==> src/hdl/bped_pkg.sv <==
// shared types and constants for the button press event detector
// no dependencies
`default_nettype none

package bped_pkg;

  localparam int unsigned CLICK_WINDOW_MS_DEF = 200;

  localparam int unsigned CfgIdxW  = 1;
  localparam int unsigned CfgDataW = 16;

  localparam logic [CfgIdxW-1:0] CFG_IDLE_LEVEL    = 1'd0;
  localparam logic [CfgIdxW-1:0] CFG_LONG_PRESS_MS = 1'd1;

  localparam logic        IDLE_LEVEL_RST    = 1'b1;
  localparam logic [15:0] LONG_PRESS_MS_RST = 16'd500;

  typedef enum logic [1:0] {
    BTN_IDLE    = 2'd0,
    BTN_PRESSED = 2'd1,
    BTN_LONG    = 2'd2
  } btn_state_e;

  typedef struct packed {
    logic        pin_level;
    logic [31:0] now_ms;
  } in_beat_t;

  typedef struct packed {
    logic       press_event;
    logic       release_event;
    logic       change_event;
    logic       long_press_first;
    logic       long_press_held;
    logic       double_click_event;
    logic [1:0] button_state;
    logic [7:0] click_count;
  } out_beat_t;

endpackage

`default_nettype wire

==> src/hdl/button_press_event_detector.sv <==
// Button press event detector: one scan beat in, one event beat out. Each beat
// moves through an input register and then an output register, and a new scan
// is taken every cycle while the output side keeps up. The button state, press
// and release times and the double-click counter update as a beat moves from
// the input register to the output register. Time differences wrap modulo
// 2^32; a long press needs a hold strictly longer than long_press_ms.
// depends on bped_pkg
`default_nettype none

module button_press_event_detector #(
  parameter int unsigned CLICK_WINDOW_MS = bped_pkg::CLICK_WINDOW_MS_DEF
) (
  input  wire                                  clk_i,
  input  wire                                  rst_ni,
  input  wire                                  cfg_we_i,
  input  wire  [bped_pkg::CfgIdxW-1:0]         cfg_idx_i,
  input  wire  [bped_pkg::CfgDataW-1:0]        cfg_data_i,
  input  wire                                  in_valid_i,
  output logic                                 in_stall_o,
  input  wire  bped_pkg::in_beat_t             in_beat_i,
  output logic                                 out_valid_o,
  input  wire                                  out_stall_i,
  output bped_pkg::out_beat_t                  out_beat_o
);

  import bped_pkg::*;

  logic        idle_level_q;
  logic [15:0] long_press_ms_q;

  logic       s1_valid_q;
  in_beat_t   s1_beat_q;
  logic       out_valid_q;
  out_beat_t  out_beat_q;

  logic        is_down_q, is_down_d;
  logic        is_long_q, is_long_d;
  logic [31:0] press_time_q, press_time_d;
  logic [31:0] release_time_q, release_time_d;
  logic [7:0]  click_cnt_q, click_cnt_d;
  btn_state_e  state_q, state_d;

  logic        out_ready;
  logic        s1_move;
  logic        in_take;
  logic        active;
  logic        long_hit;
  logic [31:0] held_ms;
  logic [31:0] since_rel_ms;
  logic        in_window;
  out_beat_t   res;

  assign out_ready  = !out_valid_q || !out_stall_i;
  assign s1_move    = s1_valid_q && out_ready;
  assign in_stall_o = s1_valid_q && !out_ready;
  assign in_take    = in_valid_i && !in_stall_o;

  // config
  always_ff @(posedge clk_i or negedge rst_ni) begin
    if (!rst_ni) begin
      idle_level_q    <= IDLE_LEVEL_RST;
      long_press_ms_q <= LONG_PRESS_MS_RST;
    end else if (cfg_we_i) begin
      unique case (cfg_idx_i)
        CFG_IDLE_LEVEL:    idle_level_q    <= cfg_data_i[0];
        CFG_LONG_PRESS_MS: long_press_ms_q <= cfg_data_i[15:0];
        default: ;
      endcase
    end
  end

  assign active   = s1_beat_q.pin_level != idle_level_q;
  assign held_ms  = s1_beat_q.now_ms - press_time_q;
  assign long_hit = held_ms > {16'd0, long_press_ms_q};

  // next state
  always_comb begin
    is_down_d      = is_down_q;
    is_long_d      = is_long_q;
    press_time_d   = press_time_q;
    release_time_d = release_time_q;
    state_d        = state_q;
    if (!is_down_q && active) begin
      is_down_d    = 1'b1;
      state_d      = BTN_PRESSED;
      press_time_d = s1_beat_q.now_ms;
    end else if (is_down_q && active && long_hit) begin
      state_d   = BTN_LONG;
      is_long_d = 1'b1;
    end else if (is_down_q && !active) begin
      is_down_d      = 1'b0;
      is_long_d      = 1'b0;
      state_d        = BTN_IDLE;
      release_time_d = s1_beat_q.now_ms;
    end
  end

  assign since_rel_ms = s1_beat_q.now_ms - release_time_q;
  assign in_window    = is_down_d && (since_rel_ms < 32'(CLICK_WINDOW_MS));
  assign click_cnt_d  = in_window ? click_cnt_q + 8'd1 : click_cnt_q;

  // outputs
  always_comb begin
    res                    = '0;
    res.press_event        = !is_down_q && active;
    res.release_event      = is_down_q && !active;
    res.change_event       = res.press_event || res.release_event;
    res.long_press_held    = is_down_q && active && long_hit;
    res.long_press_first   = res.long_press_held && !is_long_q;
    res.double_click_event = in_window;
    res.button_state       = state_d;
    res.click_count        = click_cnt_d;
  end

  always_ff @(posedge clk_i or negedge rst_ni) begin
    if (!rst_ni) begin
      is_down_q      <= 1'b0;
      is_long_q      <= 1'b0;
      press_time_q   <= '0;
      release_time_q <= '0;
      click_cnt_q    <= '0;
      state_q        <= BTN_IDLE;
    end else if (s1_move) begin
      is_down_q      <= is_down_d;
      is_long_q      <= is_long_d;
      press_time_q   <= press_time_d;
      release_time_q <= release_time_d;
      click_cnt_q    <= click_cnt_d;
      state_q        <= state_d;
    end
  end

  always_ff @(posedge clk_i or negedge rst_ni) begin
    if (!rst_ni) begin
      s1_valid_q  <= 1'b0;
      out_valid_q <= 1'b0;
    end else begin
      if (in_take) begin
        s1_valid_q <= 1'b1;
      end else if (s1_move) begin
        s1_valid_q <= 1'b0;
      end
      if (out_ready) begin
        out_valid_q <= s1_valid_q;
      end
    end
  end

  always_ff @(posedge clk_i) begin
    if (in_take) begin
      s1_beat_q <= in_beat_i;
    end
    if (s1_move) begin
      out_beat_q <= res;
    end
  end

  assign out_valid_o = out_valid_q;
  assign out_beat_o  = out_beat_q;

endmodule

`default_nettype wire

==> config.mk <==
export PLATFORM = sky130hd
export DESIGN_NAME = button_press_event_detector
export DESIGN_NICKNAME = d
export VERILOG_FILES = /design/src/hdl/bped_pkg.sv /design/src/hdl/button_press_event_detector.sv
export SDC_FILE = /design/constraint.sdc
export NUM_CORES = 1
export LEC_CHECK = 0
export BUFFER_PORTS_ARGS = -buffer_cell sky130_fd_sc_hd__buf_2
export CAP_MARGIN = 20
export CORE_MARGIN = 4
export CORE_UTILIZATION = 45
export DETAILED_ROUTE_END_ITERATION = 12
export SETUP_SLACK_MARGIN = 0.4
export SYNTH_ARGS = -nofsm -noshare
export SYNTH_HDL_FRONTEND = slang
export SYNTH_SLANG_ARGS = --single-unit
export TNS_END_PERCENT = 1
==> constraint.sdc <==
create_clock -name clk_i -period 4.8 [get_ports clk_i]
set_input_delay 0.96 -clock clk_i [delete_from_list [all_inputs] [get_ports clk_i]]
set_output_delay 0.96 -clock clk_i [all_outputs]
set_load 0.05 [all_outputs]
After elaboration in Yosys (flattened, before gate mapping)
Cells that the tools add are included.
- input port bits: 55
- word-level logic and storage cells: 65
- output and inout bits: 18
- register bits: 144
- mux-type cells: 11
- reduce and logical (&&, ||, !) cells: 25
- order comparisons: 2
- bitwise operators: 3
- equal/unequal tests: 1
- add/sub/neg operators: 3
- operator list (cell ; count):
    subtractor 32 bit ; 2
    greater-than comparator 32 x 16 -> 1 bit ; 1
    less-than comparator 32 x 8 -> 1 bit, second input constant ; 1
    logical AND 1 bit ; 9
    adder 8 x 1 -> 8 bit, second input constant ; 1
    2-to-1 mux 8 bit ; 1
    zero test 1 bit ; 7
    2-to-1 mux 1 bit ; 7
    2-to-1 mux 2 bit ; 3
    AND reduction 2 bit ; 3
    AND reduction 4 bit ; 1
    nonzero test 2 bit ; 2
    NOT 1 bit ; 3
    AND reduction 3 bit ; 1
    logical OR 1 bit ; 2
    inequality test 1 bit ; 1

Longest topological paths before layout
Gate-level depths: netlist of the first run.
- word-level depth: 8
- mapped depth: 23
- depth with buffers taken out: 20

Worst setup path after synthesis of the first run
OpenSTA, ideal clock, no wires.
- path kind: register to register
- start point: register s1_beat_q[4] (netlist name)
- end point: register release_time_q[10]
- library setup time: 0.125 ns
- setup slack: 0.110 ns
- clock period less this slack: 4.690 ns
- path buffers: 2
- data required time: 4.675 ns
- stages on the path, launching flop included: 22
- arrival: 4.565 ns
- cell sequence: edfxtp_1 -> ha_1 -> and4_1 -> o21a_1 -> or3_1 -> a21oi_1 -> o21ai_0 -> a21oi_1 -> xnor2_1 -> ha_1 -> a21o_1 -> a21o_1 -> a21oi_1 -> o211a_1 -> o211ai_1 -> a2111oi_0 -> nand4bb_1 -> o41a_1 -> or2_1 -> buf_6 -> buf_6 -> mux2_4
- RTL lines (item ; RTL line ; source):
    from (decl) ; button_press_event_detector.sv:32 ; in_beat_t s1_beat_q;
    from (signal assigned) ; button_press_event_detector.sv:151 ; s1_beat_q <= in_beat_i;
    to (signal assigned) ; button_press_event_detector.sv:127 ; release_time_q <= release_time_d;
    to (decl) ; button_press_event_detector.sv:39 ; logic [31:0] release_time_q, release_time_d;

==> flow_metrics.tcl, run 1 <==
set metrics [dict create \
    fin_cells 1476 \
    hold_slack_ns 0.4910 \
    antenna_found_initial 0 \
    syn_area_per_cell_sq_um 9.638 \
    critPathKind "reg -> reg" \
    timing.final.crit_share_pct 97.13 \
    die-area_sq_um 25470 \
    wirelength_microns 26710 \
    htreeDepth 4 \
    regArea_sq_um 3857 \
    critPathMaxFanout 16 \
    hp-class "reg -> reg" \
    dpl.hpwl_microns 20630 \
    synth_area_leaders "dfrtp_1 (21%), edfxtp_1 (14%), ha_1 (9.8%)" \
    max-cap-violations 0 \
    drcViolationCount 0 \
    p_leak_nw 5.370 \
    synth_nets 1210 \
    syn2layout_area_growth_pct 15.80 \
    cts_root_buf "clkbuf_16" \
    drive_gt1_share_pct 22.84 \
    routed-via-count 8396 \
    design_power_total_mw 8.017 \
    synth_top_area_cell "dfrtp_1" \
    async_flop_share_pct 65.97 \
    place_ws_ns -0.05405 \
    fin_ws_ns 0.1377 \
    ant_nets 0 \
    post_drt_wl_per_cell_microns 18.10 \
    end_kind "flip-flop" \
    netlist_area_sq_um 10340 \
    tns_ns 0 \
    place_congestion 0.9274 \
    worst_pin_slew_ns 0.8497 \
    status "finished, final reports clean" \
    design.portCount 73 \
    p_per_area_nw_per_um2 669.4 \
    synth_cells 1073 \
    timing.fmax_mhz 214.5 \
    first_pass_iters 5 \
    worstPathRequired_ns 5.10 \
    cp_data_arrival_time_ns 4.97 \
    grt_max_degree 65 \
    yosys-top-cells-count "inv_1 (105), dfrtp_1 (88), ha_1 (81)" \
    synthFlopType "dfrtp_1" \
    maxSlewViolCount 0 \
    nets 1315 \
    rsz0062_at_grt "true" \
    ys_seq_area_share_pct 37.30 \
    die_height_microns 159.6 \
    cts_tree "done" \
    dp_cells 1443 \
    synth.most_common_cell "inv_1" \
    grt_first_pass_wirelength_microns 43710 \
    clk_latency_ns 0.43 \
    synth-adder-area-share_pct 9.994 \
    yosysUniqueCellTypes 80 \
    row_count 55 \
    clkTransAtPathRegs_ns 0.07 \
    nFillCells 2074 \
    synth_top_family_by_area "compound AO/OA/AOI/OAI gates" \
    cts-buffers-inserted 17 \
    synth-simple-area-share_pct 14.04 \
    overflow 0 \
    fin_skew_ns 0.01502 \
    portBuffers 72 \
    track_usage_pct 20.91 \
    finalCriticalPeriod_ns 4.662 \
    utilization_pct 52.89 \
    multi_input_area_sq_um 5977 \
    synth_xor_area_share_pct 4.150 \
    dpl_cell_area_sq_um 11310 \
    ir_worst_vdd_uv 255.8 \
    clock_sinks 144 \
    viasPerCell 5.688 \
    start_kind "flip-flop" \
    netlist.area_leader.share_pct 21.29 \
    synth_compound_area_share_pct 18.28 \
    start_util_pct 45.68 \
    slew_headroom_pct 43.35 \
    antenna_cells 0 \
    finalHoldViolations 0 \
    core_sq_um 22640 \
    die_x_microns 159.6 \
    synth-edff-count 49 \
    synth_mux_area_share_pct 10.39 \
    ys_warn_count 0 \
    setup_viol 0 \
    postCtsSetupBuffers 0 \
    drt-initial-drc-count 513 \
    clock_path_buffers 2 \
    grt_pass1_vias 8379 \
    ys_ff_latch 144 \
    stdcell_area_sq_um 11980 \
]
==> routing by layer <==
metal / up-vias / part of all wire [%] / track usage, %
li1: 4146 / - / -
met1: 4000 / 48 / 29.44
met5: - / 0 / 0
met3: 32 / 3.9 / 2.848
met2: 218 / 46 / 34.19
met4: 0 / 1.7 / 5.325
==> where the power goes <==
part | switching (mW) | total (mW) | internal, mW
logic | 2.78 | 4.85 | 2.06
clock network | 0.577 | 1.34 | 0.762
registers | 0.195 | 1.83 | 1.64
total | 3.56 | 8.02 | 4.46
==> path summary, 6_finish.rpt <==
path / slack [ns] / startpoint / cells after the start / to
worst max-delay path: 0.14 / s1_beat_q[1] / 20 / release_time_q[29]
worst min-delay path: 0.49 / s1_valid_q / 1 / out_valid_o
worst max register to register: 0.14 / s1_beat_q[1] / 20 / release_time_q[29]
worst min register to register: 0.49 / s1_valid_q / 1 / out_valid_o
max in group asynchronous: 3.19 / rst_ni / 2 / release_time_q[12]
min in group asynchronous: 0.63 / rst_ni / 1 / release_time_q[8]
==> final cells by class <==
cell class	count	area share [%]
Clock buffer	18	3.761
Tap cell	285	2.978
Clock inverter	14	1.181
Timing Repair Buffer	126	6.666
Sequential cell	144	32.21
Inverter	105	3.291
Multi-Input combinational cell	784	49.91
==> cell usage in the layout (no fill, tap or decap), types with 19 or more instances in the layout <==
master	instances
a21o_1	19
a21oi_1	74
buf_2	71
buf_4	53
clkbuf_16	19
dfrtp_1	88
edfxtp_1	49
ha_1	77
inv_1	105
mux2_2	48
mux2_4	28
nand2_1	79
nand3_1	36
nand4_1	27
nor2_1	59
o21ai_0	42
xnor2_1	39
==> kinds of logic (layout without fill, tap and decap cells) <==
kind of cell,count (synthesis),in the layout
flops,144,144
simple gates,291,291
fa+ha+maj,82,82
mux,87,87
buf+inv,145,263
compound gates,275,275
xor+xnor,49,49
==> flip-flops by register name, indices dropped and copies added (netlist names) <==
register and flops:
idle_level_q 1, s1_beat_q 33, s1_valid_q 1, is_long_q 1, release_time_q 32, click_cnt_q 8
press_time_q 32, out_valid_o 1, state_q 2, long_press_ms_q 16, is_down_q 1, out_beat_o 16
==> worst max-delay path, stage by stage (launching register included) <==
cell       delay [ns]
edfxtp_1         0.39
ha_1             0.29
nor2b_2          0.17
o21a_1           0.18
or3_1            0.36
a21oi_2          0.16
o21ai_0          0.09
a21oi_1          0.18
xnor2_1          0.16
ha_1             0.27
a21o_1           0.16
a21o_1           0.18
a21oi_2          0.14
o211a_1          0.15
o211ai_1         0.11
a2111oi_2        0.23
nand4bb_1        0.13
o41a_1           0.36
or2_4            0.30
clkbuf_16        0.21
mux2_4           0.30
==> repair_timing <==
action / CTS / global route
pin swaps: 1 / 2
hold buffers: 0 / 0
setup endpoints to repair: 34 / 41
resized for setup: 3 / 9
gates cloned: 0 / 1
No activity file was read; power rests on OpenSTA's default activity.
==> run 2: changes to the inputs <==
clock period = 3.81 ns   (was 4.8 ns; I/O delays follow)
==> run 2 against run 1 <==
The run now ends with setup timing left. Setup slack worse by 0.96 ns. Utilization rose by 5.7 points. Register-to-register slack got worse by 0.96 ns. Largest power group unchanged. Highest routed layer unchanged.
==> flow_metrics.tcl, run 2 (same netlist as run 1, synthesis figures left out) <==
set metrics [dict create \
    status "finished, violations left" \
    violations "setup timing" \
    use_met2_pct 36.34 \
    start_util_pct 45.68 \
    cp_data_arrival_time_ns 4.93 \
    ant_nets 0 \
    hold_slack_ns 0.3428 \
    worstPathRequired_ns 4.11 \
    place_ws_ns -1.087 \
    die_height_microns 159.6 \
    setup_viol 39 \
    busiest_layer "met2" \
    met1_usage_pct 30.33 \
    start_kind "flip-flop" \
    ir_worst_vdd_uv 389.1 \
    worst-path-buf-inv 1 \
    clkTransAtPathRegs_ns 0.06 \
    utilization_pct 58.61 \
    max-cap-violations 0 \
    post_drt_wl_per_cell_microns 18.06 \
    viasPerCell 5.699 \
    design_power_total_mw 11.26 \
    finalHoldViolations 0 \
    core_sq_um 22640 \
    final_common_cell "buf_4" \
    first_pass_iters 6 \
    fin_cells 1576 \
    routed-via-count 8981 \
    fin_ws_ns -0.8190 \
    final_cell_mix "buf_4 (146), inv_1 (105), dfrtp_1 (88)" \
    critPathMaxFanout 16 \
    largest_register_ffs 33 \
    critPathSlowestCell "edfxtp_1" \
    drcViolationCount 0 \
    clk_latency_ns 0.43 \
    finalCriticalPeriod_ns 4.629 \
    clock_path_buffers 2 \
    p_per_area_nw_per_um2 848.5 \
    cts-buffers-inserted 17 \
    regMostFlops "s1_beat_q" \
    reg_top3 "s1_beat_q: 33 flops, press_time_q: 32 flops, release_time_q: 32 flops" \
    timing.fmax_mhz 216.0 \
    end_kind "flip-flop" \
    drt-initial-drc-count 547 \
    clock_sinks 144 \
    timing.final.crit_share_pct 121.5 \
    p_leak_nw 5.932 \
    critPathKind "reg -> reg" \
    max_stage_delay_ns 0.39 \
    dp_cells 1543 \
    htreeDepth 4 \
    syn2layout_area_growth_pct 28.32 \
    gr-usage-met3_pct 2.718 \
    grt_first_pass_wirelength_microns 45910 \
    wirelength_microns 28470 \
    overflow 0 \
    antenna_found_initial 0 \
    place_congestion 0.9235 \
    worst_pin_slew_ns 0.6311 \
    design.portCount 73 \
    cts_tree "done" \
    maxSlewViolCount 0 \
    slew_headroom_pct 57.82 \
    grt_pass1_vias 8877 \
    antenna_cells 0 \
    nets 1415 \
    dpl.hpwl_microns 21680 \
    fin_skew_ns 0.01523 \
    grt_max_degree 53 \
    crit_chain "ha_1 -> nor2b_2 -> o21a_1 -> or3_4 -> a21oi_4 -> o21ai_2 -> a21oi_2 -> xnor2_1 -> ha_1 -> a21o_1 -> a21o_1 -> a21oi_1 -> o211a_1 -> o211ai_1 -> a2111oi_2 -> nand4bb_1 -> o41a_1 -> or2_4 -> buf_16 -> mux2_4" \
    track_usage_pct 22.09 \
    drive_gt1_share_pct 35.63 \
    rsz0062_at_grt "true" \
    hp-class "in -> async" \
    cts_root_buf "clkbuf_16" \
    cp_top_family "compound AO/OA/AOI/OAI gates" \
    die-area_sq_um 25470 \
    nFillCells 1938 \
    row_count 55 \
    die_x_microns 159.6 \
    portBuffers 72 \
]
==> run 2: cell types whose count changed in the layout (fill, tap and decap cells not counted), moves of 6 or more <==
cell | previous run | this run
buf_4 | 53 | 146
a21oi_1 | 74 | 55
a21oi_2 | 6 | 24
ha_1 | 77 | 62
o21ai_0 | 42 | 31
ha_2 | 0 | 8
ha_4 | 4 | 11
nor3_1 | 18 | 11
nor3_2 | 2 | 9
o21ai_2 | 0 | 6
==> run 2: path summary, 6_finish.rpt <==
check                          startpoint                  to  slack, ns  depth (start not counted)
max in group asynchronous          rst_ni  release_time_q[27]       2.76                          2
hold / removal                     rst_ni   release_time_q[8]       0.34                          1
min in group clk_i         click_cnt_q[7]      click_cnt_q[7]       0.49                          1
hold reg to reg            click_cnt_q[7]      click_cnt_q[7]       0.49                          1
setup reg to reg             s1_beat_q[1]   release_time_q[5]      -0.82                         20
setup / recovery             s1_beat_q[1]   release_time_q[5]      -0.82                         20
==> run 2: per-stage QoR <==
step	area, sq um	TNS, ns
final	13270	-28.39
after global routing	13270	-35.27
after CTS	12930	-29.10
after global placement	12070	-33.15
after floorplan	10390	-23.50
after detailed placement	12070	-37.81
==> run 2: cell type report <==
cell class	count	area (sq um)	area share, %
Clock buffer	18	429.2	3.234
Clock inverter	14	158.9	1.197
Inverter	105	394.1	2.970
Multi-Input combinational cell	784	6484	48.86
Sequential cell	144	3857	29.07
Tap cell	285	356.6	2.687
Timing Repair Buffer	226	1590	11.98
==> run 2: timing repair <==
item / 4_1_cts / 5_1_grt
pin swaps: 19 / 39
endpoints found under the setup margin: 56 / 56
hold buffers: 0 / 0
hold endpoints to repair: 0 / 0
cloned: 1 / 0
setup buffers: 0 / 0
gates resized for setup: 61 / 79
==> run 2: report_power, final <==
group          switching (mW)  total [mW]  internal (mW)
logic                    3.92        7.27           3.36
registers               0.242        2.30           2.06
clock network           0.706        1.68          0.977
total                    4.86        11.3           6.40
==> run 2: per-layer routing <==
layer  vias up  part of all wire [%]
met5         -                     0
met1      4364                    47
li1       4344                     -
met3        48                   3.9
met4         0                   2.3
met2       225                    47
==> run 2: worst reg2reg max path: cells and delay by family, from the launching register on <==
kind,cells,cell delay [ns]
adder cells (fa/ha/maj),2,0.56
multiplexers,1,0.31
XOR/XNOR,1,0.13
flip-flops,1,0.39
AO/OA/AOI/OAI,11,1.92
AND/OR/NAND/NOR,4,1.01
buffers and inverters,1,0.18
